**src/rtl/core/pjh_pkg.sv**
```systemverilog
// Package for the pulse jitter histogram: field widths, register codes,
// reset values and the transaction payload structs.
// Depends on nothing; used by pulse_jitter_histogram_top.
package pjh_pkg;

	localparam int BIN_COUNT_DEF = 61;

	localparam int TIME_W  = 20;
	localparam int SETTLE_W = 8;
	localparam int ZBIN_W  = 6;
	localparam int SNAP_W  = 12;
	localparam int CNT_W   = 17;
	localparam int OFF_W   = 7;
	localparam int TICK_W  = 9;
	localparam int CFG_W   = 20;
	localparam int CFGI_W  = 3;

	localparam logic [CNT_W-1:0]    CNT_MAX          = '1;
	localparam logic [TIME_W-1:0]   REQ_TIME_RST     = 20'd0;
	localparam logic [SETTLE_W-1:0] SETTLE_RST       = 8'd10;
	localparam logic [ZBIN_W-1:0]   ZERO_BIN_RST     = 6'd10;
	localparam logic [SNAP_W-1:0]   SNAP_INTERVAL_RST = 12'd60;
	localparam logic [CNT_W-1:0]    EPOCH_LEN_RST    = 17'd86400;

	typedef enum logic [CFGI_W-1:0] {
		CFG_REQUESTED_TIME    = 3'd0,
		CFG_SETTLE_TICKS      = 3'd1,
		CFG_ZERO_BIN          = 3'd2,
		CFG_SNAPSHOT_INTERVAL = 3'd3,
		CFG_EPOCH_LENGTH      = 3'd4
	} cfg_idx_t;

	typedef struct packed {
		logic [TIME_W-1:0] measured_time;
		logic              sample_valid;
	} smp_t;

	typedef struct packed {
		logic signed [OFF_W-1:0] bin_offset;
		logic [CNT_W-1:0]        bin_count;
		logic                    last_bin;
	} bin_t;

endpackage

```
**src/rtl/core/pulse_jitter_histogram_top.sv**
```systemverilog
// Top level of the pulse jitter histogram: configuration registers,
// sequencer and the bin count memory with per-entry valid bits.
// Depends on pjh_pkg.
//
// One sample transaction per tick. A counted sample costs a read and a
// write-back of its bin in the bin memory (one read port, one write port,
// read data registered). Without a snapshot, a counted item passes through
// S_IDLE, S_UPD, S_POST and S_CLR, and an item that counts nothing skips
// S_UPD. A snapshot streams all BIN_COUNT bins out of the same memory
// port, one per cycle while the output is not stalled, in S_SNAP between
// S_POST and S_CLR. The input stalls until the item is finished. The last
// bin may still wait in the output register while the next sample is taken.
// The store is cleared at reset and at each epoch end through valid bits,
// with no clearing pass.
module pulse_jitter_histogram_top #(
	parameter int BIN_COUNT = pjh_pkg::BIN_COUNT_DEF
) (
	input  logic                       clk,
	input  logic                       arst_n,
	input  logic                       smp_valid,
	output logic                       smp_stall,
	input  pjh_pkg::smp_t              smp_data,
	output logic                       bin_valid,
	input  logic                       bin_stall,
	output pjh_pkg::bin_t              bin_data,
	input  logic                       cfg_we,
	input  logic [pjh_pkg::CFGI_W-1:0] cfg_index,
	input  logic [pjh_pkg::CFG_W-1:0]  cfg_data
);

	localparam int AW = (BIN_COUNT > 1) ? $clog2(BIN_COUNT) : 1;
	localparam logic [AW-1:0] LAST_IDX = AW'(BIN_COUNT - 1);
	localparam int DW = pjh_pkg::TIME_W + 2;

	typedef enum logic [2:0] {
		S_IDLE,
		S_UPD,
		S_POST,
		S_SNAP,
		S_CLR
	} state_t;

	state_t state_q;

	logic [pjh_pkg::TIME_W-1:0]   req_time_q;
	logic [pjh_pkg::SETTLE_W-1:0] settle_q;
	logic [pjh_pkg::ZBIN_W-1:0]   zero_bin_q;
	logic [pjh_pkg::SNAP_W-1:0]   snap_int_q;
	logic [pjh_pkg::CNT_W-1:0]    epoch_len_q;

	logic [pjh_pkg::TICK_W-1:0] ticks_q;
	logic [pjh_pkg::CNT_W-1:0]  samples_q;
	logic [pjh_pkg::SNAP_W-1:0] phase_q;

	logic [pjh_pkg::CNT_W-1:0] mem [BIN_COUNT];
	logic [BIN_COUNT-1:0]      vld_q;
	logic [pjh_pkg::CNT_W-1:0] rdata_s1;
	logic                      rvld_s1;

	logic [AW-1:0] upd_idx_q;
	logic [AW-1:0] rd_idx_q;
	logic [AW-1:0] ld_idx_q;
	logic          pend_q;
	logic          issued_q;

	logic          bin_valid_q;
	pjh_pkg::bin_t bin_data_q;

	logic                      accept;
	logic                      counts;
	logic signed [DW-1:0]      diff;
	logic [AW-1:0]             idx_c;
	logic                      re;
	logic [AW-1:0]             raddr;
	logic                      we;
	logic [pjh_pkg::CNT_W-1:0] cur_cnt;
	logic [pjh_pkg::CNT_W-1:0] new_cnt;
	logic [pjh_pkg::SNAP_W:0]  phase_inc;
	logic                      out_free;
	logic                      load;
	logic                      issue;

	assign smp_stall = (state_q != S_IDLE);
	assign accept    = smp_valid && !smp_stall;
	assign counts    = smp_data.sample_valid && (ticks_q > {1'b0, settle_q});

	assign diff = $signed({2'b00, smp_data.measured_time}) - $signed({2'b00, req_time_q})
		+ $signed({{(DW - pjh_pkg::ZBIN_W){1'b0}}, zero_bin_q});

	always_comb begin
		if (diff < 0) begin
			idx_c = '0;
		end else if (diff > $signed(DW'(BIN_COUNT - 1))) begin
			idx_c = LAST_IDX;
		end else begin
			idx_c = diff[AW-1:0];
		end
	end

	assign out_free = !bin_valid_q || !bin_stall;
	assign load     = (state_q == S_SNAP) && pend_q && out_free;
	assign issue    = (state_q == S_SNAP) && !issued_q && (!pend_q || load);

	assign re    = (accept && counts) || issue;
	assign raddr = (state_q == S_SNAP) ? rd_idx_q : idx_c;
	assign we    = (state_q == S_UPD);

	assign cur_cnt   = rvld_s1 ? rdata_s1 : '0;
	assign new_cnt   = (cur_cnt == pjh_pkg::CNT_MAX) ? cur_cnt : cur_cnt + 1'b1;
	assign phase_inc = {1'b0, phase_q} + 1'b1;

	always_ff @(posedge clk) begin
		if (we) begin
			mem[upd_idx_q] <= new_cnt;
		end
		if (re) begin
			rdata_s1 <= mem[raddr];
		end
	end

	always_ff @(posedge clk or negedge arst_n) begin
		if (!arst_n) begin
			req_time_q  <= pjh_pkg::REQ_TIME_RST;
			settle_q    <= pjh_pkg::SETTLE_RST;
			zero_bin_q  <= pjh_pkg::ZERO_BIN_RST;
			snap_int_q  <= pjh_pkg::SNAP_INTERVAL_RST;
			epoch_len_q <= pjh_pkg::EPOCH_LEN_RST;
		end else if (cfg_we) begin
			unique case (cfg_index)
				pjh_pkg::CFG_REQUESTED_TIME: begin
					req_time_q <= cfg_data[pjh_pkg::TIME_W-1:0];
				end
				pjh_pkg::CFG_SETTLE_TICKS: begin
					settle_q <= cfg_data[pjh_pkg::SETTLE_W-1:0];
				end
				pjh_pkg::CFG_ZERO_BIN: begin
					zero_bin_q <= cfg_data[pjh_pkg::ZBIN_W-1:0];
				end
				pjh_pkg::CFG_SNAPSHOT_INTERVAL: begin
					snap_int_q <= cfg_data[pjh_pkg::SNAP_W-1:0];
				end
				pjh_pkg::CFG_EPOCH_LENGTH: begin
					epoch_len_q <= cfg_data[pjh_pkg::CNT_W-1:0];
				end
				default: begin
				end
			endcase
		end
	end

	always_ff @(posedge clk or negedge arst_n) begin
		if (!arst_n) begin
			state_q     <= S_IDLE;
			ticks_q     <= '0;
			samples_q   <= '0;
			phase_q     <= '0;
			vld_q       <= '0;
			rvld_s1     <= 1'b0;
			upd_idx_q   <= '0;
			rd_idx_q    <= '0;
			ld_idx_q    <= '0;
			pend_q      <= 1'b0;
			issued_q    <= 1'b0;
			bin_valid_q <= 1'b0;
		end else begin
			if (re) begin
				rvld_s1 <= vld_q[raddr];
			end
			if (load) begin
				bin_valid_q           <= 1'b1;
				bin_data_q.bin_offset <= pjh_pkg::OFF_W'(ld_idx_q)
					- pjh_pkg::OFF_W'(zero_bin_q);
				bin_data_q.bin_count  <= rvld_s1 ? rdata_s1 : '0;
				bin_data_q.last_bin   <= (ld_idx_q == LAST_IDX);
			end else if (!bin_stall) begin
				bin_valid_q <= 1'b0;
			end
			unique case (state_q)
				S_IDLE: begin
					if (accept) begin
						upd_idx_q <= idx_c;
						if (ticks_q <= {1'b0, settle_q}) begin
							ticks_q <= ticks_q + 1'b1;
						end
						state_q <= counts ? S_UPD : S_POST;
					end
				end
				S_UPD: begin
					vld_q[upd_idx_q] <= 1'b1;
					if (samples_q != pjh_pkg::CNT_MAX) begin
						samples_q <= samples_q + 1'b1;
					end
					if (phase_inc >= {1'b0, snap_int_q}) begin
						phase_q <= '0;
					end else begin
						phase_q <= phase_inc[pjh_pkg::SNAP_W-1:0];
					end
					state_q <= S_POST;
				end
				S_POST: begin
					rd_idx_q <= '0;
					pend_q   <= 1'b0;
					issued_q <= 1'b0;
					state_q  <= (phase_q == '0) ? S_SNAP : S_CLR;
				end
				S_SNAP: begin
					if (issue) begin
						ld_idx_q <= rd_idx_q;
						rd_idx_q <= rd_idx_q + 1'b1;
						pend_q   <= 1'b1;
						if (rd_idx_q == LAST_IDX) begin
							issued_q <= 1'b1;
						end
					end else if (load) begin
						pend_q <= 1'b0;
					end
					if (load && ld_idx_q == LAST_IDX) begin
						state_q <= S_CLR;
					end
				end
				S_CLR: begin
					if (samples_q >= epoch_len_q) begin
						vld_q     <= '0;
						samples_q <= '0;
						phase_q   <= '0;
					end
					state_q <= S_IDLE;
				end
				default: begin
					state_q <= S_IDLE;
				end
			endcase
		end
	end

	assign bin_valid = bin_valid_q;
	assign bin_data  = bin_data_q;

endmodule

```
**config.mk**
```make
export PLATFORM = sky130hd
export DESIGN_NAME = pulse_jitter_histogram_top
export DESIGN_NICKNAME = d
export VERILOG_FILES = /design/src/rtl/core/pjh_pkg.sv /design/src/rtl/core/pulse_jitter_histogram_top.sv
export SDC_FILE = /design/constraint.sdc
export NUM_CORES = 2
export LEC_CHECK = 0
export BUFFER_PORTS_ARGS = -buffer_cell sky130_fd_sc_hd__buf_2
export CORE_ASPECT_RATIO = 0.8
export CORE_MARGIN = 2
export CORE_UTILIZATION = 30
export DETAILED_ROUTE_END_ITERATION = 12
export HOLD_SLACK_MARGIN = 0.12
export PLACE_DENSITY_LB_ADDON = 0.05
export SYNTH_ARGS = -nofsm -noshare
export SYNTH_HDL_FRONTEND = slang
export SYNTH_SLANG_ARGS = --single-unit
```
**constraint.sdc**
```tcl
create_clock -name clk -period 8.01 [get_ports clk]
set_input_delay 0.801 -clock clk [delete_from_list [all_inputs] [get_ports clk]]
set_output_delay 0.801 -clock clk [all_outputs]
set_load 0.01 [all_outputs]
```
### Word-level counts from Yosys, hierarchy flattened

Memory sizes are Yosys's and may differ from the RTL's. A register that Yosys moved wholly into a read port is not among the register bits.
Cells that the tools add are included.

| storage, ports and cells | value |
|---|---|
| register bits after elaboration | 212 |
| latch bits | 0 |
| bits in writable memories | 1037 |
| bits in read-only memories | 0 |
| bits of input ports | 49 |
| output and inout bits | 27 |
| word-level logic and storage cells | 131 |
| memories | 1 |

Memories:

| name | words | width | rd ports | clocked after memory_dff | write ports | RTL line | source |
|---|---|---|---|---|---|---|---|
| mem | 61 | 17 | 1 | 1 | 1 | pulse_jitter_histogram_top.sv:55 | `logic [pjh_pkg::CNT_W-1:0] mem [BIN_COUNT];` |

| cells by class | value |
|---|---|
| add/sub/neg operators | 8 |
| $mul | 0 |
| div/mod/pow operators | 0 |
| order comparisons | 9 |
| eq/ne operators | 20 |
| shifts and indexed selects | 0 |
| multiplexer cells | 34 |
| bitwise operators | 1 |
| reduce and logical (&&, ||, !) cells | 38 |

Operators by type and width:

| cell | number |
|---|---|
| 61-bit one-hot mux with 2 select lines | 1 |
| 17-bit 2-to-1 mux | 4 |
| 61-bit 2-to-1 mux | 1 |
| 61-bit bitwise OR | 1 |
| 17-bit by 1-bit adder with 17-bit output (second input constant) | 2 |
| 17-bit one-hot mux with 2 select lines | 1 |
| 12-bit 2-to-1 mux | 2 |
| 6-bit 2-to-1 mux | 4 |
| 12-bit one-hot mux with 2 select lines | 1 |
| 2-bit AND reduction | 12 |
| 21-bit by 7-bit adder with 22-bit output | 1 |
| 22-bit by 7-bit greater-than comparator with 1-bit output (second input constant) | 1 |
| 22-bit by 1-bit < comparator with 1-bit output (second input constant) | 1 |
| 20-bit by 20-bit subtractor with 21-bit output | 1 |
| 17-bit == test (second input constant) | 1 |
| 17-bit >= comparator | 1 |
| 17-bit != test (second input constant) | 1 |
| 6-bit by 7-bit < comparator with 1-bit output (second input constant) | 2 |
| 12-bit by 1-bit adder with 13-bit output (second input constant) | 1 |
| 13-bit by 12-bit >= comparator with 1-bit output | 1 |
| 3-bit by 2-bit == test with 1-bit output (second input constant) | 4 |
| 6-bit == test (second input constant) | 2 |
| 12-bit logical NOT | 1 |
| 3-bit one-hot mux with 4 select lines | 1 |
| 25 further kinds | 62 |

### Depth between registers and ports, before layout

| logic depth | value |
|---|---|
| word-level depth | 8 |
| mapped depth | 26 |
| depth with buffers taken out | 23 |

### Worst setup path before layout

OpenSTA, ideal clock, no wires.

| timing path | value |
|---|---|
| path type | in2reg |
| start | in smp_data[1] in the netlist's numbering |
| end | reg rdata_s1[13] in the netlist's numbering, read port of mem (data pin) |
| setup time | 271 ps |
| arrival | 5661 ps |
| path slack | 2079 ps |
| stages | 25 |
| path buffers | 2 |
| path through | inv_1 ha_1 fa_1 nor2b_1 o21a_1 nor2_1 xnor2_1 ha_1 o21a_1 o31a_1 o21ai_0 a211o_1 and4b_1 nor3b_1 o2111ai_1 a211o_1 or4_4 nand2_4 buf_6 buf_4 mux2i_1 mux2i_1 a32o_1 o31ai_1 nand4_1 |

| between the ends | value |
|---|---|
| cells in the longest elaborated chain, start to end | 6 |
| elaborated cells on any way between the ends | 7 |
| classes of those cells | add/sub: 2; order compare: 2; mux: 3 |

RTL lines:

| what | RTL line | source |
|---|---|---|
| from (decl) | pulse_jitter_histogram_top.sv:22 | `input pjh_pkg::smp_t smp_data,` |
| 20-bit by 20-bit subtractor with 21-bit output (*) | pulse_jitter_histogram_top.sv:87 | `assign diff = $signed({2'b00, smp_data.measured_time}) - $signed({2'b00, req_time_q})` |
| 21-bit by 7-bit adder with 22-bit output (*) | pulse_jitter_histogram_top.sv:88 | `+ $signed({{(DW - pjh_pkg::ZBIN_W){1'b0}}, zero_bin_q});` |
| 22-bit by 7-bit greater-than comparator with 1-bit output | pulse_jitter_histogram_top.sv:93 | `end else if (diff > $signed(DW'(BIN_COUNT - 1))) begin` |
| 6-bit 2-to-1 mux | pulse_jitter_histogram_top.sv:93 |  |
| 6-bit 2-to-1 mux (*) | pulse_jitter_histogram_top.sv:91 | `if (diff < 0) begin` |
| 6-bit 2-to-1 mux (*) | pulse_jitter_histogram_top.sv:105 | `assign raddr = (state_q == S_SNAP) ? rd_idx_q : idx_c;` |
| to (decl) | pulse_jitter_histogram_top.sv:57 | `logic [pjh_pkg::CNT_W-1:0] rdata_s1;` |

Every way passes the cells marked *; elsewhere a longest branch is shown, timed or not.
A chain may end at the register's enable or synchronous reset.

### Worst setup path in the final report

| timing path | value |
|---|---|
| start | reg req_time_q[0] in the netlist's numbering |
| end | reg rdata_s1[2] in the netlist's numbering, read port of mem (data pin) |

| between the ends | value |
|---|---|
| cells in the longest elaborated chain, start to end | 6 |
| elaborated cells on any way between the ends | 7 |
| classes of those cells | add/sub: 2; order compare: 2; mux: 3 |

RTL lines:

| what | RTL line | source |
|---|---|---|
| from (decl) | pulse_jitter_histogram_top.sv:45 | `logic [pjh_pkg::TIME_W-1:0] req_time_q;` |
| from (signal assigned) | pulse_jitter_histogram_top.sv:123 | `req_time_q <= pjh_pkg::REQ_TIME_RST;` |
| from (signal assigned) | pulse_jitter_histogram_top.sv:131 | `req_time_q <= cfg_data[pjh_pkg::TIME_W-1:0];` |
| 20-bit by 20-bit subtractor with 21-bit output (*) | pulse_jitter_histogram_top.sv:87 |  |
| 21-bit by 7-bit adder with 22-bit output (*) | pulse_jitter_histogram_top.sv:88 |  |
| 22-bit by 7-bit greater-than comparator with 1-bit output | pulse_jitter_histogram_top.sv:93 |  |
| 6-bit 2-to-1 mux | pulse_jitter_histogram_top.sv:93 |  |
| 6-bit 2-to-1 mux (*) | pulse_jitter_histogram_top.sv:91 |  |
| 6-bit 2-to-1 mux (*) | pulse_jitter_histogram_top.sv:105 |  |

Marks and branches as above.

==> impl_metrics.ini <==
[outcome]
status = finished clean

[drt]
drtPass1Iterations = 5
detail_route.vias_per_cell = 5.11
final_antenna_net_count = 0
drc = 0
totalWireLength_microns = 192000
drtIter0Drc = 3104
via_count = 35665
routedWlPerCell_microns = 27.6

[grt]
gr-total-overflow = 0
grtUsageTotal_pct = 20.7
antenna_found_initial = 7
grt_pass1_vias = 34952
grt_first_pass_wirelength_microns = 275000
grt_use_met3_pct = 2.81
grtUsageMet2_pct = 30.1
grt_max_degree = 76
top_usage_layer = met1
use_met1_pct = 32.5

[yosys]
synthAdderAreaFrac_pct = 1.87
muxShareOfSynthArea_pct = 5.81
syn-cell-area_sq_mm = 0.0546
synthCells = 4287
ys_seq_elements = 1266
ys.flop_type = edfxtp_1
synth_top_area_share_pct = 59.3
yosysUniqueCellTypes = 78
synth_top_family_by_area = simple AND/OR/NAND/NOR gates
synth_edf_count = 1079
synth-simple-area-share_pct = 13.2
synth_compound_area_share_pct = 7.35
synth_top_cell_by_area = edfxtp_1
synth_nets = 4416
ys_async_sr_fraction_pct = 14.8
ys_seq_area_share_pct = 67.9
synthTopCellsByArea = edfxtp_1 (59%), dfrtp_1 (8.0%), nand2_1 (4.6%)
synth-xor-area-share_pct = 1.03
yosysWarningCount = 0
synth_area_per_cell_sq_um = 12.7

[sta]
finalSetupTns_ns = 0
min_period_over_period_pct = 90.4
fin_skew_ns = 0.0252
timing.fmax_ghz = 0.138
setup_ws_ns = 0.771
tightest_slew_ns = 1.04
drv_slew = 0
relSlewSlack_pct = 30.3
rsz0062_at_grt = false
finalCriticalPeriod_ns = 7.24
setup_viol = 0
hold_viol_final = 0

[clock_network]
clk_pin_slew_ns = 0.06
cts-resized-gates = 0
clock-sinks = 1266
cts_tree = yes
ctsHoldBuffers = 1
clockBufferDepth = 3
cts_setup_buffers = 0
htree_levels = 4
cts-root-buf = clkbuf_16
insertion_delay_ns = 0.80
cts_made_buffers = 145

[placement]
port-buffer-count = 75
place.gp.congestion = 0.805
dp_slack_ns = 0.221
dp_hpwl_microns = 121000

[final_layout]
nets = 4582
drive_gt1_share_pct = 14.4
mostFrequentLayoutCells = edfxtp_1 (1079), nand2_1 (673), nand3_1 (424)
area_growth_pct = 16.3
utilization_pct = 35.0
final_common_cell = edfxtp_1

[power]
power_density_mw_per_mm2 = 294
p_leak_uw = 0.0229
vdd_drop_max_mv = 0.218

[setup_path]
cp-end-kind = register
crit_fanout = 26
cp.required_ns = 8.52
worst-setup-path-type = reg2reg
crit_family = compound AO/OA/AOI/OAI gates
worstPathCellList = ha_1 > fa_1 > nor2b_1 > o21a_1 > nor2_1 > xnor2_1 > ha_1 > o21a_1 > o31a_1 > o21ai_0 > a211o_1 > and4b_1 > nor3b_1 > o2111ai_1 > a211o_1 > or4_4 > nand2_8 > buf_12 > buf_4 > mux2i_1 > mux2i_1 > a32o_1 > a21oi_1 > nand4_1
start_kind = register
cpPeakStageDelay_ns = 0.72
slowest_stage = or4_4
cp_num_buf_inv = 2
cp.arrival_ns = 7.75

[floorplanning]
start_util_pct = 30.1
dieArea_sq_mm = 0.185
row_count = 140
die_y_microns = 386
coreArea_sq_mm = 0.181
ios = 76
die_w_microns = 481

[hold_path]
hp-class = in2reg

[flow_run]
maxCapViolations = 0
[Yosys cell counts, drive strengths merged, types with 7 or more instances]
| library cell | count |
|---|---|
| nor2b | 14 |
| clkbuf | 143 |
| o21ai | 191 |
| a311oi | 7 |
| nor4 | 13 |
| a21o | 26 |
| xor2 | 29 |
| and2 | 35 |
| a21oi | 141 |
| nor2 | 260 |
| nor3 | 19 |
| nand2 | 676 |
| o31ai | 20 |
| ha | 77 |
| mux2i | 228 |
| buf | 104 |
| mux2 | 79 |
| o21a | 22 |
| o2111ai | 7 |
| nand3b | 9 |
| nand2b | 11 |
| a32o | 50 |
| edfxtp | 1079 |
| dfstp | 13 |
| or2 | 10 |
| o211ai | 65 |
| inv | 100 |
| dfrtp | 174 |
| nand4 | 40 |
| a211o | 19 |
| nand3 | 424 |
| and3 | 63 |
| or3 | 11 |
| xnor2 | 35 |
| a31oi | 12 |
[kinds of logic after synthesis]
family / after synthesis
AOI/OAI and AO/OA: 617
xor gates and xnor gates: 64
adders and majority gates: 80
buffers and inverters: 347
DFF: 1266
muxes: 307
and+or+nand+nor: 1606
[stage by stage]
stage | hold slack, ns | instances | total power, uW | area, sq um
2_1_floorplan | 0.454 | 4287 | 10300 | 54600
3_3_place_gp | 0.478 | 6719 | 12600 | 59200
3_5_place_dp | 0.485 | 6719 | 12600 | 59200
4_1_cts | 0.156 | 6976 | 18900 | 63500
5_1_grt | 0.198 | 6977 | 19500 | 63500
6_report | 0.225 | 6983 | 18700 | 63500
[flip-flops by register name, summed over array words and instances (netlist names), 8 cells and up]
| name | cells |
|---|---|
| epoch_len_q | 17 |
| bin_data | 25 |
| snap_int_q | 12 |
| ticks_q | 9 |
| phase_q | 12 |
| vld_q | 61 |
| rdata_s1 | 17 |
| mem | 1037 |
| samples_q | 17 |
| settle_q | 8 |
| req_time_q | 20 |
[where the power goes]
group          switching [uW]  internal [uW]  total [uW]
registers                 181           7980        8160
clock network            2770           3510        6280
logic                    3150           1120        4260
[routing by layer]
| layer | vias up | part of all wire, % |
|---|---|---|
| met2 | 760 | 43 |
| met4 | 0 | 1.7 |
| met5 | - | 0 |
| met3 | 185 | 4.1 |
| met1 | 18540 | 52 |
| li1 | 16180 | - |
[path summary, 6_finish.rpt]
check	endpoint	cells after the start	slack, ns	start
max	rdata_s1[2]$_DFFE_PP_	24	0.77	req_time_q[0]$_DFFE_PN0P_
min	req_time_q[19]$_DFFE_PN0P_	3	0.23	cfg_data[19]
max reg2reg	rdata_s1[2]$_DFFE_PP_	24	0.77	req_time_q[0]$_DFFE_PN0P_
min reg2reg	vld_q[2]$_DFFE_PN0P_	2	0.50	vld_q[2]$_DFFE_PN0P_
max in group asynchronous	vld_q[51]$_DFFE_PN0P_	4	5.82	arst_n
min in group asynchronous	samples_q[11]$_DFFE_PN0P_	2	0.50	arst_n
[worst reg2reg max path, cell delays in order, from the launching register on]
cell	delay [ns]
dfrtp_1	0.41
ha_1	0.23
fa_1	0.42
nor2b_1	0.23
o21a_1	0.14
nor2_1	0.05
xnor2_1	0.13
ha_1	0.33
o21a_1	0.13
o31a_1	0.15
o21ai_0	0.12
a211o_1	0.38
and4b_1	0.36
nor3b_1	0.23
o2111ai_1	0.15
a211o_1	0.43
or4_4	0.73
nand2_8	0.34
buf_12	0.25
buf_4	0.38
mux2i_1	0.25
mux2i_1	0.11
a32o_1	0.27
a21oi_1	0.56
nand4_1	0.20
[final cells by class]
| class | instances | area [sq um] |
|---|---|---|
| Fill cell | 17852 | 118000 |
| Sequential cell | 1266 | 37100 |
| Multi-Input combinational cell | 2674 | 16600 |
| Clock buffer | 194 | 3850 |
| Tap cell | 2414 | 3020 |
| Timing Repair Buffer | 266 | 2080 |
| Clock inverter | 62 | 464 |
| Inverter | 100 | 375 |
| Antenna cell | 7 | 17.5 |
(Power assumes the default switching activity.)
